==> config.mk <==
export PLATFORM = sky130hd
export DESIGN_NAME = t1_block_deframer
export DESIGN_NICKNAME = d
export VERILOG_FILES = /design/src/t1bd_pkg.sv /design/src/t1bd_cfg_regs.sv /design/src/t1bd_in_stage.sv /design/src/t1bd_parser.sv /design/src/t1bd_out_stage.sv /design/src/t1_block_deframer.sv
export SDC_FILE = /design/constraint.sdc
export NUM_CORES = 1
export LEC_CHECK = 0
export ABC_CLOCK_PERIOD_IN_PS = 9700
export CORE_ASPECT_RATIO = 0.7
export CORE_UTILIZATION = 40
export DETAILED_ROUTE_END_ITERATION = 10
export DONT_BUFFER_PORTS = 1
export HOLD_SLACK_MARGIN = 0.06
export PLACE_DENSITY = 0.52
export SETUP_SLACK_MARGIN = 0.2
export SLEW_MARGIN = 5
export SYNTH_ARGS = -nofsm -noshare
export SYNTH_HDL_FRONTEND = slang
export SYNTH_SLANG_ARGS = --single-unit
==> constraint.sdc <==
create_clock -name clk -period 9.7 [get_ports clk]
set_input_delay 0.97 -clock clk [delete_from_list [all_inputs] [get_ports clk]]
set_output_delay 0.97 -clock clk [all_outputs]
set_load 0.02 [all_outputs]
==> src/t1bd_pkg.sv <==
// ----------------------------------------------------------------------------
// t1bd_pkg
// Shared types, codes and check-byte arithmetic for the T=1 block deframer.
// ----------------------------------------------------------------------------
package t1bd_pkg;

	// register indexes on the configuration port
	localparam int unsigned RegCount   = 3;
	localparam int unsigned AddrWidth  = 4;
	localparam logic [1:0]  RegNad     = 2'd0;
	localparam logic [1:0]  RegCrcMode = 2'd1;
	localparam logic [1:0]  RegIgnore  = 2'd2;

	// check constants
	localparam logic [15:0] CrcInit = 16'hffff;
	localparam logic [15:0] CrcPoly = 16'h1021;
	localparam logic [7:0]  LenBad  = 8'hff;

	// result kinds
	localparam logic KindInfo   = 1'b0;
	localparam logic KindStatus = 1'b1;

	// status codes
	localparam logic [1:0] StOk  = 2'd0;
	localparam logic [1:0] StNad = 2'd1;
	localparam logic [1:0] StLen = 2'd2;
	localparam logic [1:0] StEdc = 2'd3;

	// receive phases, one-hot
	typedef enum logic [6:0] {
		PH_NAD  = 7'b0000001,
		PH_PCB  = 7'b0000010,
		PH_LEN  = 7'b0000100,
		PH_INF  = 7'b0001000,
		PH_EDC0 = 7'b0010000,
		PH_EDC1 = 7'b0100000,
		PH_SKIP = 7'b1000000
	} phase_t;

	// live configuration
	typedef struct packed {
		logic [7:0] expected_nad;
		logic       crc_mode;
		logic       ignore_edc_error;
	} cfg_t;

	// one result item
	typedef struct packed {
		logic       kind;
		logic [7:0] info_byte;
		logic [7:0] control_byte;
		logic [7:0] info_length;
		logic [1:0] status;
	} result_t;

	// one received item
	typedef struct packed {
		logic [7:0] rx_byte;
		logic       frame_end;
	} rx_item_t;

	// crc over one byte, msb first, eight unrolled steps
	function automatic logic [15:0] crc_byte(input logic [15:0] acc, input logic [7:0] b);
		logic [15:0] crc;
		logic [15:0] dat;
		crc = acc;
		dat = {b, 8'h00};
		for (int i = 0; i < 8; i++) begin
			if (crc[15] ^ dat[15]) begin
				crc = crc ^ CrcPoly;
			end
			crc = {crc[14:0], 1'b0};
			dat = {dat[14:0], 1'b0};
		end
		return crc;
	endfunction

	// running check: lrc keeps the low byte only
	function automatic logic [15:0] check_update(input logic mode, input logic [15:0] acc,
			input logic [7:0] b);
		if (mode) begin
			return crc_byte(acc, b);
		end
		return {8'h00, acc[7:0] ^ b};
	endfunction

endpackage

==> src/t1bd_cfg_regs.sv <==
// ----------------------------------------------------------------------------
// t1bd_cfg_regs
// APB-style register file holding the address and check settings.
// ----------------------------------------------------------------------------
module t1bd_cfg_regs
	import t1bd_pkg::*;
(
	input  logic                 clk,
	input  logic                 arst_n,
	input  logic                 psel,
	input  logic                 penable,
	input  logic                 pwrite,
	input  logic [AddrWidth-1:0] paddr,
	input  logic [31:0]          pwdata,
	output logic [31:0]          prdata,
	output logic                 pready,
	output cfg_t                 cfg
);

	logic [7:0] nad_q;
	logic       crc_mode_q;
	logic       ignore_q;
	logic       wr_en;
	logic [1:0] reg_idx;

	assign pready  = 1'b1;
	assign wr_en   = psel & penable & pwrite;
	assign reg_idx = paddr[AddrWidth-1:2];

	// register writes
	always_ff @(posedge clk or negedge arst_n) begin
		if (!arst_n) begin
			nad_q      <= '0;
			crc_mode_q <= 1'b0;
			ignore_q   <= 1'b0;
		end else if (wr_en) begin
			case (reg_idx)
				RegNad:     nad_q      <= pwdata[7:0];
				RegCrcMode: crc_mode_q <= pwdata[0];
				RegIgnore:  ignore_q   <= pwdata[0];
				default:    ;
			endcase
		end
	end

	// register reads
	always_comb begin
		case (reg_idx)
			RegNad:     prdata = {24'h0, nad_q};
			RegCrcMode: prdata = {31'h0, crc_mode_q};
			RegIgnore:  prdata = {31'h0, ignore_q};
			default:    prdata = '0;
		endcase
	end

	assign cfg.expected_nad     = nad_q;
	assign cfg.crc_mode         = crc_mode_q;
	assign cfg.ignore_edc_error = ignore_q;

endmodule

==> src/t1bd_in_stage.sv <==
// ----------------------------------------------------------------------------
// t1bd_in_stage
// Input register: holds one received item until the parser takes it.
// ----------------------------------------------------------------------------
module t1bd_in_stage
	import t1bd_pkg::*;
(
	input  logic     clk,
	input  logic     arst_n,
	input  logic     in_valid,
	output logic     in_ready,
	input  rx_item_t in_item,
	input  logic     advance,
	output logic     valid_s1,
	output rx_item_t item_s1
);

	// free when empty or when the held item moves on this cycle
	assign in_ready = !valid_s1 || advance;

	// valid flag
	always_ff @(posedge clk or negedge arst_n) begin
		if (!arst_n) begin
			valid_s1 <= 1'b0;
		end else if (in_ready) begin
			valid_s1 <= in_valid;
		end
	end

	// payload
	always_ff @(posedge clk) begin
		if (in_valid && in_ready) begin
			item_s1 <= in_item;
		end
	end

endmodule

==> src/t1bd_parser.sv <==
// ----------------------------------------------------------------------------
// t1bd_parser
// Block phase tracking, field capture, check-byte accumulation and result
// selection for one byte per cycle while advance is high.
// ----------------------------------------------------------------------------
module t1bd_parser
	import t1bd_pkg::*;
(
	input  logic     clk,
	input  logic     arst_n,
	input  cfg_t     cfg,
	input  logic     advance,
	input  rx_item_t item_s1,
	output logic     emit,
	output result_t  result
);

	phase_t      phase_q, phase_n;
	logic [15:0] acc_q, acc_n;
	logic [7:0]  ctl_q, ctl_n;
	logic [7:0]  len_q, len_n;
	logic [7:0]  left_q, left_n;
	logic [7:0]  b;
	logic        last;
	logic [7:0]  left_dec;
	logic        bad_lo;
	logic        bad_hi;

	assign b        = item_s1.rx_byte;
	assign last     = item_s1.frame_end;
	assign left_dec = left_q - 8'd1;
	assign bad_lo   = (b != acc_q[7:0]) && !cfg.ignore_edc_error;
	assign bad_hi   = (left_q != 8'd0) || ((b != acc_q[15:8]) && !cfg.ignore_edc_error);

	// next state and result for the held byte
	always_comb begin
		phase_n = phase_q;
		acc_n   = acc_q;
		ctl_n   = ctl_q;
		len_n   = len_q;
		left_n  = left_q;
		emit    = 1'b0;
		result.kind      = KindStatus;
		result.info_byte = 8'h00;
		result.status    = StOk;
		case (phase_q)
			PH_NAD: begin
				ctl_n  = 8'h00;
				len_n  = 8'h00;
				left_n = 8'h00;
				if (b != cfg.expected_nad) begin
					emit          = 1'b1;
					result.status = StNad;
					phase_n       = last ? PH_NAD : PH_SKIP;
				end else begin
					acc_n = check_update(cfg.crc_mode, cfg.crc_mode ? CrcInit : 16'h0000, b);
					if (last) begin
						emit          = 1'b1;
						result.status = StLen;
						phase_n       = PH_NAD;
					end else begin
						phase_n = PH_PCB;
					end
				end
			end
			PH_PCB: begin
				ctl_n = b;
				acc_n = check_update(cfg.crc_mode, acc_q, b);
				if (last) begin
					emit          = 1'b1;
					result.status = StLen;
					phase_n       = PH_NAD;
				end else begin
					phase_n = PH_LEN;
				end
			end
			PH_LEN: begin
				len_n = b;
				if (b == LenBad || last) begin
					emit          = 1'b1;
					result.status = StLen;
					phase_n       = last ? PH_NAD : PH_SKIP;
				end else begin
					acc_n   = check_update(cfg.crc_mode, acc_q, b);
					left_n  = b;
					phase_n = (b == 8'h00) ? PH_EDC0 : PH_INF;
				end
			end
			PH_INF: begin
				emit = 1'b1;
				if (last) begin
					result.status = StLen;
					phase_n       = PH_NAD;
				end else begin
					acc_n            = check_update(cfg.crc_mode, acc_q, b);
					left_n           = left_dec;
					result.kind      = KindInfo;
					result.info_byte = b;
					if (left_dec == 8'h00) begin
						phase_n = PH_EDC0;
					end
				end
			end
			PH_EDC0: begin
				if (!cfg.crc_mode) begin
					emit          = 1'b1;
					result.status = bad_lo ? StEdc : StOk;
					phase_n       = last ? PH_NAD : PH_SKIP;
				end else if (last) begin
					emit          = 1'b1;
					result.status = StLen;
					phase_n       = PH_NAD;
				end else begin
					left_n  = {7'h00, bad_lo};
					phase_n = PH_EDC1;
				end
			end
			PH_EDC1: begin
				left_n        = 8'h00;
				emit          = 1'b1;
				result.status = bad_hi ? StEdc : StOk;
				phase_n       = last ? PH_NAD : PH_SKIP;
			end
			default: begin
				// skip to end of frame
				if (last) begin
					phase_n = PH_NAD;
				end
			end
		endcase
		result.control_byte = ctl_n;
		result.info_length  = len_n;
	end

	// block state
	always_ff @(posedge clk or negedge arst_n) begin
		if (!arst_n) begin
			phase_q <= PH_NAD;
			acc_q   <= '0;
			ctl_q   <= '0;
			len_q   <= '0;
			left_q  <= '0;
		end else if (advance) begin
			phase_q <= phase_n;
			acc_q   <= acc_n;
			ctl_q   <= ctl_n;
			len_q   <= len_n;
			left_q  <= left_n;
		end
	end

endmodule

==> src/t1bd_out_stage.sv <==
// ----------------------------------------------------------------------------
// t1bd_out_stage
// Result register: holds one result item until the receiver takes it.
// ----------------------------------------------------------------------------
module t1bd_out_stage
	import t1bd_pkg::*;
(
	input  logic    clk,
	input  logic    arst_n,
	input  logic    load,
	input  result_t result,
	output logic    free,
	output logic    out_valid,
	input  logic    out_ready,
	output result_t result_q
);

	// slot can take a new item when empty or being emptied
	assign free = !out_valid || out_ready;

	// valid flag
	always_ff @(posedge clk or negedge arst_n) begin
		if (!arst_n) begin
			out_valid <= 1'b0;
		end else if (free) begin
			out_valid <= load;
		end
	end

	// payload
	always_ff @(posedge clk) begin
		if (load && free) begin
			result_q <= result;
		end
	end

endmodule

==> src/t1_block_deframer.sv <==
// ----------------------------------------------------------------------------
// t1_block_deframer
// Receive-side parser for smart-card T=1 blocks.
// ----------------------------------------------------------------------------
// Usage: feed the received bytes of a block on the input channel (rx_byte,
// with frame_end on the last byte the link delivered). Information bytes
// come out one per item with kind 0; each block ends with exactly one
// status item (kind 1) carrying the captured PCB and LEN and a status code.
// Bytes after the status up to frame_end produce nothing.
// The accepting edge loads the input register; the byte's result is loaded
// into the result register when the byte moves on, which waits while the
// result register holds an item the receiver has not taken. Throughput: one
// byte per cycle while the receiver takes results; the loop that sets it is
// the phase/check-accumulator update (eight unrolled CRC steps per byte).
// Reset clears both stages, the block state and the registers; the parser
// then waits for a node address byte. When the receiver holds out_ready low
// the result register keeps its item, the held byte waits in the input
// register and in_ready drops, even for a byte that would yield no result.
// Registers (APB, 4-byte spacing): expected_nad, crc_mode, ignore_edc_error.
// Write them only while the block is idle.
// ----------------------------------------------------------------------------
module t1_block_deframer
	import t1bd_pkg::*;
(
	input  logic                 clk,
	input  logic                 arst_n,
	// configuration port
	input  logic                 psel,
	input  logic                 penable,
	input  logic                 pwrite,
	input  logic [AddrWidth-1:0] paddr,
	input  logic [31:0]          pwdata,
	output logic [31:0]          prdata,
	output logic                 pready,
	// received bytes
	input  logic                 in_valid,
	output logic                 in_ready,
	input  logic [7:0]           rx_byte,
	input  logic                 frame_end,
	// results
	output logic                 out_valid,
	input  logic                 out_ready,
	output logic                 kind,
	output logic [7:0]           info_byte,
	output logic [7:0]           control_byte,
	output logic [7:0]           info_length,
	output logic [1:0]           status
);

	cfg_t     cfg;
	rx_item_t in_item;
	rx_item_t item_s1;
	logic     valid_s1;
	logic     advance;
	logic     out_free;
	logic     emit;
	result_t  result;
	result_t  result_q;

	assign in_item.rx_byte   = rx_byte;
	assign in_item.frame_end = frame_end;

	// held byte moves on when the result slot is free
	assign advance = valid_s1 && out_free;

	t1bd_cfg_regs u_cfg (
		.clk     (clk),
		.arst_n  (arst_n),
		.psel    (psel),
		.penable (penable),
		.pwrite  (pwrite),
		.paddr   (paddr),
		.pwdata  (pwdata),
		.prdata  (prdata),
		.pready  (pready),
		.cfg     (cfg)
	);

	t1bd_in_stage u_in (
		.clk      (clk),
		.arst_n   (arst_n),
		.in_valid (in_valid),
		.in_ready (in_ready),
		.in_item  (in_item),
		.advance  (advance),
		.valid_s1 (valid_s1),
		.item_s1  (item_s1)
	);

	t1bd_parser u_parser (
		.clk     (clk),
		.arst_n  (arst_n),
		.cfg     (cfg),
		.advance (advance),
		.item_s1 (item_s1),
		.emit    (emit),
		.result  (result)
	);

	t1bd_out_stage u_out (
		.clk       (clk),
		.arst_n    (arst_n),
		.load      (advance && emit),
		.result    (result),
		.free      (out_free),
		.out_valid (out_valid),
		.out_ready (out_ready),
		.result_q  (result_q)
	);

	assign kind         = result_q.kind;
	assign info_byte    = result_q.info_byte;
	assign control_byte = result_q.control_byte;
	assign info_length  = result_q.info_length;
	assign status       = result_q.status;

endmodule

==> key figures, run 1 <==
Floorplan
  – Num ports: between 100 and 150
  – Die ar.: between 10000 and 15000 um2
  – Core area: 13400 um2
  – Die extent in y: about 100 um
  – Die extent in x: between 100 and 150 um
  – Starting Density: 41.72%
  – Cell Rows: 35

Synthesis
  – Largest cells by area after synthesis: dfrtp_1 (26%), edfxtp_1 (19%), xnor2_1 (7.1%)
  – Syn Area/Cell: between 10 and 15 um2
  – Synth area leader: dfrtp_1
  – Synth cell count leaders: dfrtp_1 (58), xnor2_1 (45), nand2_1 (38), edfxtp_1 (36), buf_4 (26)
  – Top FF cell, synth: dfrtp_1
  – Register area share after synthesis: about 46%
  – Mapped cell area: 5590 um2
  – Ys Warns: 0
  – Yosys cell types: between 60 and 70
  – Post-synth ARST share: about 62%
  – Syn Inst Count: about 540
  – FF+latch count, synth: 95
  – EDFF count, synth: 36
  – Most common cell in the synthesized netlist: dfrtp_1
  – Top-area cell type share of the netlist area: about a quarter

Power and ir drop
  – Pleak: 2.348 nW
  – Logic pwr share: a little over a third
  – Clock network power share: a little under a quarter
  – Sw Share: roughly two fifths
  – Worst IR Drop VDD: between 0.0001 and 0.00015 V
  – Sequential cell fraction of total power: 40.9%
  – Power Density: around 290 nW/um2
  – Sw Pwr: roughly 0.7 mW
  – P_int: between 1 and 1.5 mW

Critical path
  – Critical path class: reg -> reg
  – CP Capture Type: register
  – Critical-path cell list: xnor2_1 > nand4_1 > o21ai_1 > nand3_2 > and2_1 > a311o_1
  – CP Max Fanout: 31
  – Worst EP required: approximately 9.9 ns
  – Slowest CP cell: edfxtp_1
  – Startpoint Class: register
  – Crit-path max cell delay: 0.87 ns
  – Crit path DAT: between 3 and 4 ns

Run
  – Max-cap violation count: 0

Drt
  – Routed vias: 4060
  – Total Routed Length: about 14 mm
  – DRC violations left: 0
  – DRT antenna net count: 0
  – Drt pass-1 iters: 5
  – Starting DRT DRC Count: approximately 400
  – Vias per inst: 5.686
  – Drt wl/cell: roughly 19 um

Global routing
  – Total GRT Usage: roughly a fifth
  – Initial antenna violation count: 0
  – GRT Residual Overflow: 0
  – Vias in the first global route: about 3800
  – First-pass GRT wire length: 21.80 mm
  – Pin count of the biggest net entering global routing: 60

Clocking
  – Clock sinks: 95
  – Hold buffer count at CTS: 0
  – Worst-Skew Late Latency: about 0.34 ns
  – TritonCTS clock tree: yes
  – CTS buffer count: 9
  – Clk buf depth: 2
  – Root Buffer: clkbuf_16
  – Clock slew at reported path FFs: ~0.07 ns
  – # resized after CTS: 0
  – CTS H-tree lvls: 3
  – Setup Buffers After CTS: 0

Timing
  – Final Hold Viols: 0
  – Final setup vio count: 0
  – Hold_ws: 0.3133 ns
  – Slew Limit Fails: 0
  – Setup TNS: 0 ns
  – Relative slew slack: between 20 and 30%
  – Period utilisation layout: 32.35%
  – RSZ-0062 raised after global routing: no
  – Worst Clk Skew: approximately 0.011 ns
  – Minimum clock period: 3.138 ns
  – Final worst slack: roughly 6.6 ns
  – Worst-margin pin slew: 1.089 ns
  – Fmax: roughly 0.32 GHz

Final layout
  – Antenna cells: 0
  – Proportion of layout cells with a drive suffix above 1: under 10%
  – Final design instance area without fill: between 5000 and 6000 um2
  – Final std cells w/o fill: approximately 710
  – Final net count: 582
  – Synth-to-layout area growth: 6.692%

Status
  – Outcome: completed

Worst hold path
  – Hold crit path type: in -> async

Placement
  – Pre-CTS setup slack: approximately 6.6 ns
  – Dpl hpwl: a little over 9 mm
  – # port buffers: 0
  – DP Area: roughly 5600 um2
  – Cell count after placement: between 600 and 700
  – Routability-driven placement congestion ratio: a little under 0.9
[placed cells by master (no fill, tap or decap), drive strengths merged, types with 11 or more instances in the layout]
master and instances:
a211oi 11, a21oi 16, a22o 24, and2 22, conb 25, dfrtp 58
edfxtp 36, mux2 17, nand2 38, nand3 13, nor2 24, nor3 19
o21ai 30, xnor2 47
[stage by stage]
stage,total power [mW],util [%]
5_1_grt,1.808,44.51
4_1_cts,1.709,44.51
2_1_floorplan,1.181,-
3_5_place_dp,1.319,42.10
3_3_place_gp,1.308,42.10
6_report,1.704,44.51
[power groups by stage]
stage               clock network [mW]  logic [mW]  registers (mW)
floorplan                            0       0.523           0.658
global placement                     0       0.608           0.699
detailed placement                   0       0.617           0.702
CTS                              0.395       0.620           0.694
global route                     0.409       0.687           0.712
finish                           0.385       0.622           0.697
[metal layers]
metal | wire [um] | vias up | global-route usage (%)
met1 | 6748 | 1976 | 30.48
met5 | 0 | - | 0
li1 | - | 1890 | -
met4 | 99 | 0 | 4.419
met2 | 5650 | 186 | 28.63
met3 | 1138 | 8 | 4.561
[worst max-delay path, delay by kind of cell (launching register included)]
family | cells | cell delay [ns]
AOI/OAI and AO/OA | 2 | 0.75
xor gates and xnor gates | 1 | 0.19
DFF | 1 | 0.87
and+or+nand+nor | 3 | 1.21
[layout make-up]
cell class,count,area [um2]
clock inverter,6,93.84
multi-input combinational,402,2758
tap,185,231.5
sequential,95,2559
fill,1284,7436
clock buffer,10,229.0
inverter,7,26.28
timing repair buffer,9,67.56
[sequential cells by signal, summed over array words and instances, names as in the netlist, 7 cells and up]
name / count
u_cfg.nad_q: 8
u_parser.phase_q: 7
u_out.result_q: 27
u_in.item_s1: 9
u_parser.left_q: 8
u_parser.ctl_q: 8
u_parser.acc_q: 16
u_parser.len_q: 8
[final timing paths]
path	from	to	slack, ns	cells after the start
min in group clk	u_parser.len_q[4]	u_parser.len_q[4]	0.50	1
max in group asynchronous	arst_n	u_parser.phase_q[0]	9.19	0
max	u_in.item_s1[4]	u_parser.acc_q[0]	6.56	6
max reg2reg	u_in.item_s1[4]	u_parser.acc_q[0]	6.56	6
min	arst_n	u_cfg.nad_q[6]	0.31	0
min reg2reg	u_parser.len_q[4]	u_parser.len_q[4]	0.50	1
[logic make-up after synthesis]
kind of cell | count (synthesis) | synth area share (%)
flip-flops | 95 | 45.77
AO/OA/AOI/OAI | 125 | 15.51
buffers and inverters | 67 | 6.714
other | 2 | 0.1343
XOR/XNOR | 58 | 9.848
AND/OR/NAND/NOR | 166 | 16.36
adder cells (fa/ha/maj) | 6 | 1.343
multiplexers | 22 | 4.320
Note: power is estimated with default switching activity, not from simulation.
==> run 2, diff against run 1 <==
--- a/config.mk
+++ b/config.mk
@@ -5,13 +5,13 @@
 export SDC_FILE = /design/constraint.sdc
 export NUM_CORES = 1
 export LEC_CHECK = 0
-export ABC_CLOCK_PERIOD_IN_PS = 9700
+export ABC_CLOCK_PERIOD_IN_PS = 2800
 export CORE_ASPECT_RATIO = 0.7
 export CORE_UTILIZATION = 40
 export DETAILED_ROUTE_END_ITERATION = 10
 export DONT_BUFFER_PORTS = 1
 export HOLD_SLACK_MARGIN = 0.06
-export PLACE_DENSITY = 0.52
+export PLACE_DENSITY = 0.54
 export SETUP_SLACK_MARGIN = 0.2
 export SLEW_MARGIN = 5
 export SYNTH_ARGS = -nofsm -noshare
==> constraint.sdc (replaced) <==
create_clock -name clk -period 2.8 [get_ports clk]
set_input_delay 0.28 -clock clk [delete_from_list [all_inputs] [get_ports clk]]
set_output_delay 0.28 -clock clk [all_outputs]
set_load 0.02 [all_outputs]
==> key figures, run 2 (same netlist as run 1, synthesis figures left out) <==
Timing
  – Final Hold Viols: 0 (unchanged)
  – Final setup vio count: 0 (unchanged)
  – Setup TNS: 0 ns (unchanged)
  – Slew Limit Fails: 0 (unchanged)
  – Worst Clk Skew: 0.009807 ns (was 0.01100 ns)
  – Relative slew slack: 58.20% (was 26.84%)
  – RSZ-0062 raised after global routing: no (unchanged)
  – Fmax: 0.3919 GHz (was 0.3187 GHz)
  – Minimum clock period: 2.551 ns (was 3.138 ns)
  – Worst-margin pin slew: 0.6204 ns (was 1.089 ns)
  – Period utilisation layout: 91.12% (was 32.35%)

Critical path
  – Worst reg2reg path depth: 9 (was 6)
  – Worst EP required: 3.04 ns (was 9.93 ns)
  – Reg2Reg Capture Point: u_parser.phase_q[4] (was u_parser.acc_q[0])
  – Reg2reg start: u_parser.left_q[0] (was u_in.item_s1[4])
  – CP Max Fanout: 7 (was 31)
  – Critical path class: reg -> reg (unchanged)
  – R2r setup slk: 0.25 ns (was 6.56 ns)
  – Startpoint Class: register (unchanged)
  – Crit path DAT: 2.79 ns (was 3.37 ns)
  – CP Capture Type: register (unchanged)

Floorplan
  – Die ar.: 14460 um2 (unchanged)
  – Die extent in x: 143.3 um (unchanged)
  – Num ports: 114 (unchanged)
  – Die extent in y: 100.9 um (unchanged)
  – Core area: 13400 um2 (unchanged)
  – Starting Density: 41.72% (unchanged)
  – Cell Rows: 35 (unchanged)

Run
  – Max-cap violation count: 0 (unchanged)

Drt
  – DRT antenna net count: 0 (unchanged)
  – Total Routed Length: 14.53 mm (was 13.64 mm)
  – Drt pass-1 iters: 5 (unchanged)
  – Drt wl/cell: 19.21 um (was 19.10 um)
  – DRC violations left: 0 (unchanged)
  – Routed vias: 4274 (was 4060)
  – Starting DRT DRC Count: 285 (was 396)
  – Vias per inst: 5.653 (was 5.686)

Clocking
  – Worst-Skew Late Latency: 0.34 ns (about the same)
  – TritonCTS clock tree: yes (unchanged)
  – Clk buf depth: 2 (unchanged)
  – Clock slew at reported path FFs: 0.07 ns (about the same)
  – CTS H-tree lvls: 3 (unchanged)
  – Clock sinks: 95 (unchanged)
  – CTS buffer count: 9 (unchanged)
  – Setup Buffers After CTS: 0 (unchanged)
  – Root Buffer: clkbuf_16 (unchanged)

Final layout
  – Top Registers: u_out.result_q x27, u_parser.acc_q x16, u_in.item_s1 x9 (unchanged)
  – Commonest non-fill, non-tap cell in the layout: dfrtp_1 (unchanged)
  – Reg with most FFs: u_out.result_q (unchanged)
  – Final net count: 624 (was 582)
  – Synth-to-layout area growth: 14.03% (was 6.692%)
  – Antenna cells: 0 (unchanged)
  – Most frequent cells in the layout: dfrtp_1 (57), xnor2_1 (45), nand2_1 (38), buf_4 (37), edfxtp_1 (36) (was dfrtp_1 (58), xnor2_1 (45), nand2_1 (38), edfxtp_1 (36), conb_1 (25))
  – Largest register FFs: 27 (unchanged)
  – Final design instance area without fill: 6375 um2 (was 5964 um2)
  – Proportion of layout cells with a drive suffix above 1: 14.54% (was 9.830%)
  – Post-Route Utilization: 47.57% (was 44.51%)

Global routing
  – Total GRT Usage: 20.64% (was 20.06%)
  – Initial antenna violation count: 0 (unchanged)
  – GRT Residual Overflow: 0 (unchanged)
  – First-pass GRT wire length: 22.48 mm (was 21.80 mm)
  – Vias in the first global route: 4064 (was 3827)
  – Pin count of the biggest net entering global routing: 60 (unchanged)

Status
  – Outcome: completed (unchanged)

Worst hold path
  – Hold crit path type: in -> reg (was in -> async)
  – Hold Crit Start: pwdata[4]
  – Worst Hold Depth: 1
  – Hold EP: u_cfg.nad_q[4]

Placement
  – DP Area: 5852 um2 (was 5642 um2)
  – # port buffers: 0 (unchanged)
  – Dpl hpwl: 9.980 mm (was 9.076 mm)
  – Routability-driven placement congestion ratio: 0.9257 (was 0.8933)

Power and ir drop
  – Power Density: 979.1 nW/um2 (was 285.7 nW/um2)
  – Pleak: 2.562 nW (was 2.348 nW)
  – Worst IR Drop VDD: 0.0003720 V (was 0.0001290 V)
  – Design Power: 6.242 mW (was 1.704 mW)
-- run 2: layer usage --
metal | global-route usage (%) | wire length (um) | vias up
met5 | 0 | 0 | -
met4 | 4.746 | 126 | 0
met3 | 5.321 | 1021 | 13
met2 | 29.83 | 6007 | 181
met1 | 30.57 | 7370 | 2105
li1 | - | - | 1975
-- run 2: per-stage QoR --
stage / instances / worst slack (ns) / hold slack [ns]
after floorplan: 564 / 0.4100 / -0.01559
after global placement: 726 / 0.2694 / -0.01379
after detailed placement: 726 / 0.2280 / -0.01389
after CTS: 755 / 0.2164 / 0.07075
after global routing: 756 / 0.2082 / 0.06703
final: 756 / 0.2486 / 0.08293
-- run 2: area by class of cell --
type | count | area [um2]
multi-input combinational | 403 | 2788
tap | 185 | 231.5
inverter | 7 | 26.28
clock inverter | 6 | 115.1
sequential | 95 | 2560
fill | 1295 | 7025
timing repair buffer | 50 | 425.4
clock buffer | 10 | 229.0
-- run 2: worst max-delay path by stage --
stage | start | endpoint | slack [ns] | cells past startpoint
global route | u_parser.phase_q[5] | u_out.result_q[16] | 0.21 | 4
finish | u_parser.left_q[0] | u_parser.phase_q[4] | 0.25 | 9
global placement | u_parser.phase_q[5] | u_out.result_q[25] | 0.27 | 4
CTS | u_parser.phase_q[5] | u_out.result_q[7] | 0.22 | 4
detailed placement | u_parser.phase_q[5] | u_out.result_q[25] | 0.23 | 4
floorplan | u_parser.phase_q[0] | u_out.result_q[0] | 0.41 | 6
-- run 2: what timing repair did --
| action | CTS | global route |
|---|---|---|
| hold buffers | 13 | 0 |
| setup endpoints to repair | 0 | 37 |
| gates resized for setup | 0 | 3 |
| hold endpoints to repair | 70 | 0 |
-- run 2: worst max-delay path, cell delays in order, from the launching register on --
cell,delay [ns]
dfrtp_2,0.45
inv_1,0.10
ha_1,0.26
or2_2,0.31
o31ai_1,0.23
nand4b_1,0.19
o31ai_1,0.33
buf_4,0.21
nand2_1,0.10
o31ai_1,0.27
-- run 2: power breakdown --
part	internal, mW	switching (mW)	leakage [nW]
registers	1.86	0.524	1.11
clock network	0.880	0.543	0.164
logic	1.02	1.41	1.29
total	3.76	2.48	2.56
==> run 3, diff against run 2 <==
--- a/config.mk
+++ b/config.mk
@@ -11,7 +11,7 @@
 export DETAILED_ROUTE_END_ITERATION = 10
 export DONT_BUFFER_PORTS = 1
 export HOLD_SLACK_MARGIN = 0.06
-export PLACE_DENSITY = 0.54
+export PLACE_DENSITY = 0.66
 export SETUP_SLACK_MARGIN = 0.2
 export SLEW_MARGIN = 5
 export SYNTH_ARGS = -nofsm -noshare
==> key figures, run 3 (same netlist as run 1, synthesis figures left out) <==
Drt
  – DRT antenna net count: 0 (unchanged)
  – DRC violations left: 0 (unchanged)
  – Vias per inst: 5.636 (was 5.653)
  – Drt pass-1 iters: 5 (unchanged)
  – Starting DRT DRC Count: 388 (was 285)
  – Routed vias: 4221 (was 4274)
  – Total Routed Length: 14.05 mm (was 14.53 mm)
  – Drt wl/cell: 18.75 um (was 19.21 um)

Timing
  – Relative slew slack: 52.45% (was 58.20%)
  – Hold_ws: 0.07891 ns (was 0.08293 ns)
  – RSZ-0062 raised after global routing: no (unchanged)
  – Slew Limit Fails: 0 (unchanged)
  – Final worst slack: 0.3349 ns (was 0.2486 ns)
  – Setup TNS: 0 ns (unchanged)
  – Worst-margin pin slew: 0.7058 ns (was 0.6204 ns)
  – Fmax: 0.4057 GHz (was 0.3919 GHz)
  – Final Hold Viols: 0 (unchanged)
  – Worst Clk Skew: 0.009349 ns (was 0.009807 ns)
  – Final setup vio count: 0 (unchanged)
  – Period utilisation layout: 88.04% (was 91.12%)
  – Minimum clock period: 2.465 ns (was 2.551 ns)

Floorplan
  – Core area: 13400 um2 (unchanged)
  – Die extent in x: 143.3 um (unchanged)
  – Num ports: 114 (unchanged)
  – Die ar.: 14460 um2 (unchanged)
  – Die extent in y: 100.9 um (unchanged)
  – Starting Density: 41.72% (unchanged)
  – Cell Rows: 35 (unchanged)

Final layout
  – Proportion of layout cells with a drive suffix above 1: 14.01% (was 14.54%)
  – Most frequent cells in the layout: dfrtp_1 (57), xnor2_1 (45), nand2_1 (38), edfxtp_1 (36), buf_4 (30) (was dfrtp_1 (57), xnor2_1 (45), nand2_1 (38), buf_4 (37), edfxtp_1 (36))
  – Synth-to-layout area growth: 12.31% (was 14.03%)
  – Antenna cells: 0 (unchanged)
  – Top Registers: u_out.result_q x27, u_parser.acc_q x16, u_in.item_s1 x9 (unchanged)
  – Final design instance area without fill: 6279 um2 (was 6375 um2)
  – Final net count: 617 (was 624)
  – Reg with most FFs: u_out.result_q (unchanged)
  – Commonest non-fill, non-tap cell in the layout: dfrtp_1 (unchanged)
  – Largest register FFs: 27 (unchanged)

Critical path
  – Setup crit start: u_parser.phase_q[0] (was u_parser.left_q[0])
  – CP Capture Type: register (unchanged)
  – R2r setup slk: 0.33 ns (was 0.25 ns)
  – CP Max Fanout: 27 (was 7)
  – Startpoint Class: register (unchanged)
  – Critical path class: reg -> reg (unchanged)
  – Reg2reg start: u_parser.phase_q[0] (was u_parser.left_q[0])
  – Worst reg2reg path depth: 7 (was 9)
  – Reg2Reg Capture Point: u_out.result_q[25] (was u_parser.phase_q[4])
  – Critical Path End: u_out.result_q[25] (was u_parser.phase_q[4])
  – Worst EP required: 2.85 ns (was 3.04 ns)
  – Crit path DAT: 2.51 ns (was 2.79 ns)

Clocking
  – CTS buffer count: 9 (unchanged)
  – Setup Buffers After CTS: 0 (unchanged)
  – Worst-Skew Late Latency: 0.35 ns (was 0.34 ns)
  – Clk buf depth: 2 (unchanged)
  – TritonCTS clock tree: yes (unchanged)
  – Clock sinks: 95 (unchanged)
  – Root Buffer: clkbuf_16 (unchanged)
  – Clock slew at reported path FFs: 0.07 ns (about the same)
  – CTS H-tree lvls: 3 (unchanged)

Power and ir drop
  – Power Density: 951.8 nW/um2 (was 979.1 nW/um2)
  – Design Power: 5.976 mW (was 6.242 mW)
  – Pleak: 2.511 nW (was 2.562 nW)
  – Worst IR Drop VDD: 0.0005283 V (was 0.0003720 V)

Global routing
  – Total GRT Usage: 20.69% (was 20.64%)
  – Vias in the first global route: 4156 (was 4064)
  – Pin count of the biggest net entering global routing: 60 (unchanged)
  – GRT Residual Overflow: 0 (unchanged)
  – Initial antenna violation count: 0 (unchanged)
  – First-pass GRT wire length: 22.56 mm (was 22.48 mm)

Placement
  – Dpl hpwl: 10.06 mm (was 9.980 mm)
  – Routability-driven placement congestion ratio: 0.8777 (was 0.9257)
  – Pre-CTS setup slack: 0.3000 ns (was 0.2280 ns)
  – # port buffers: 0 (unchanged)
  – DP Area: 5819 um2 (was 5852 um2)

Status
  – Outcome: completed (unchanged)

Run
  – Max-cap violation count: 0 (unchanged)

Worst hold path
  – Hold crit path type: in -> reg (unchanged)
run 3: critical path: stages (launching register included):
cell,delay [ns]
dfstp_2,0.67
nor2b_1,0.20
and3_1,0.31
o21ai_1,0.17
buf_4,0.19
and2_1,0.18
a31oi_4,0.21
buf_12,0.21
run 3: report_power, final:
part / switching (mW) / total (mW) / internal (mW)
clock network: 0.578 / 1.20 / 0.620
registers: 0.550 / 2.41 / 1.86
logic: 1.36 / 2.36 / 1.01
total: 2.49 / 5.98 / 3.49
run 3: how the worst min path moves through the flow:
stage / start / to / slack (ns) / depth (start not counted)
after floorplan: arst_n / u_cfg.crc_mode_q / -0.02 / 0
after global placement: arst_n / u_parser.acc_q[8] / -0.01 / 0
after detailed placement: arst_n / u_parser.acc_q[8] / -0.01 / 0
after CTS: pwdata[3] / u_cfg.nad_q[3] / 0.07 / 1
after global routing: pwdata[3] / u_cfg.nad_q[3] / 0.06 / 1
final: pwdata[3] / u_cfg.nad_q[3] / 0.08 / 1
run 3: routing by layer:
metal	track usage (%)	routed length, um
met3	6.176	1040
met1	30.16	6934
met2	29.87	5922
met4	4.746	148
met5	0	0
run 3: final cells by class:
type | count | area (um2)
sequential | 95 | 2560
timing repair buffer | 44 | 392.9
multi-input combinational | 402 | 2784
clock inverter | 7 | 58.81
fill | 1267 | 7122
inverter | 7 | 26.28
clock buffer | 9 | 225.2
tap | 185 | 231.5
run 3: repair_timing:
item | 4_1_cts | 5_1_grt
endpoints found under the setup margin | 0 | 44
gates resized for setup | 0 | 5
hold buffers | 13 | 0
endpoints found under the hold margin | 70 | 0
run 3: through the flow:
stage | std cells | util, %
final | 749 | 46.85
after global routing | 749 | 46.85
after CTS | 749 | 46.65
after detailed placement | 720 | 43.43
after global placement | 720 | 43.43
after floorplan | 564 | -
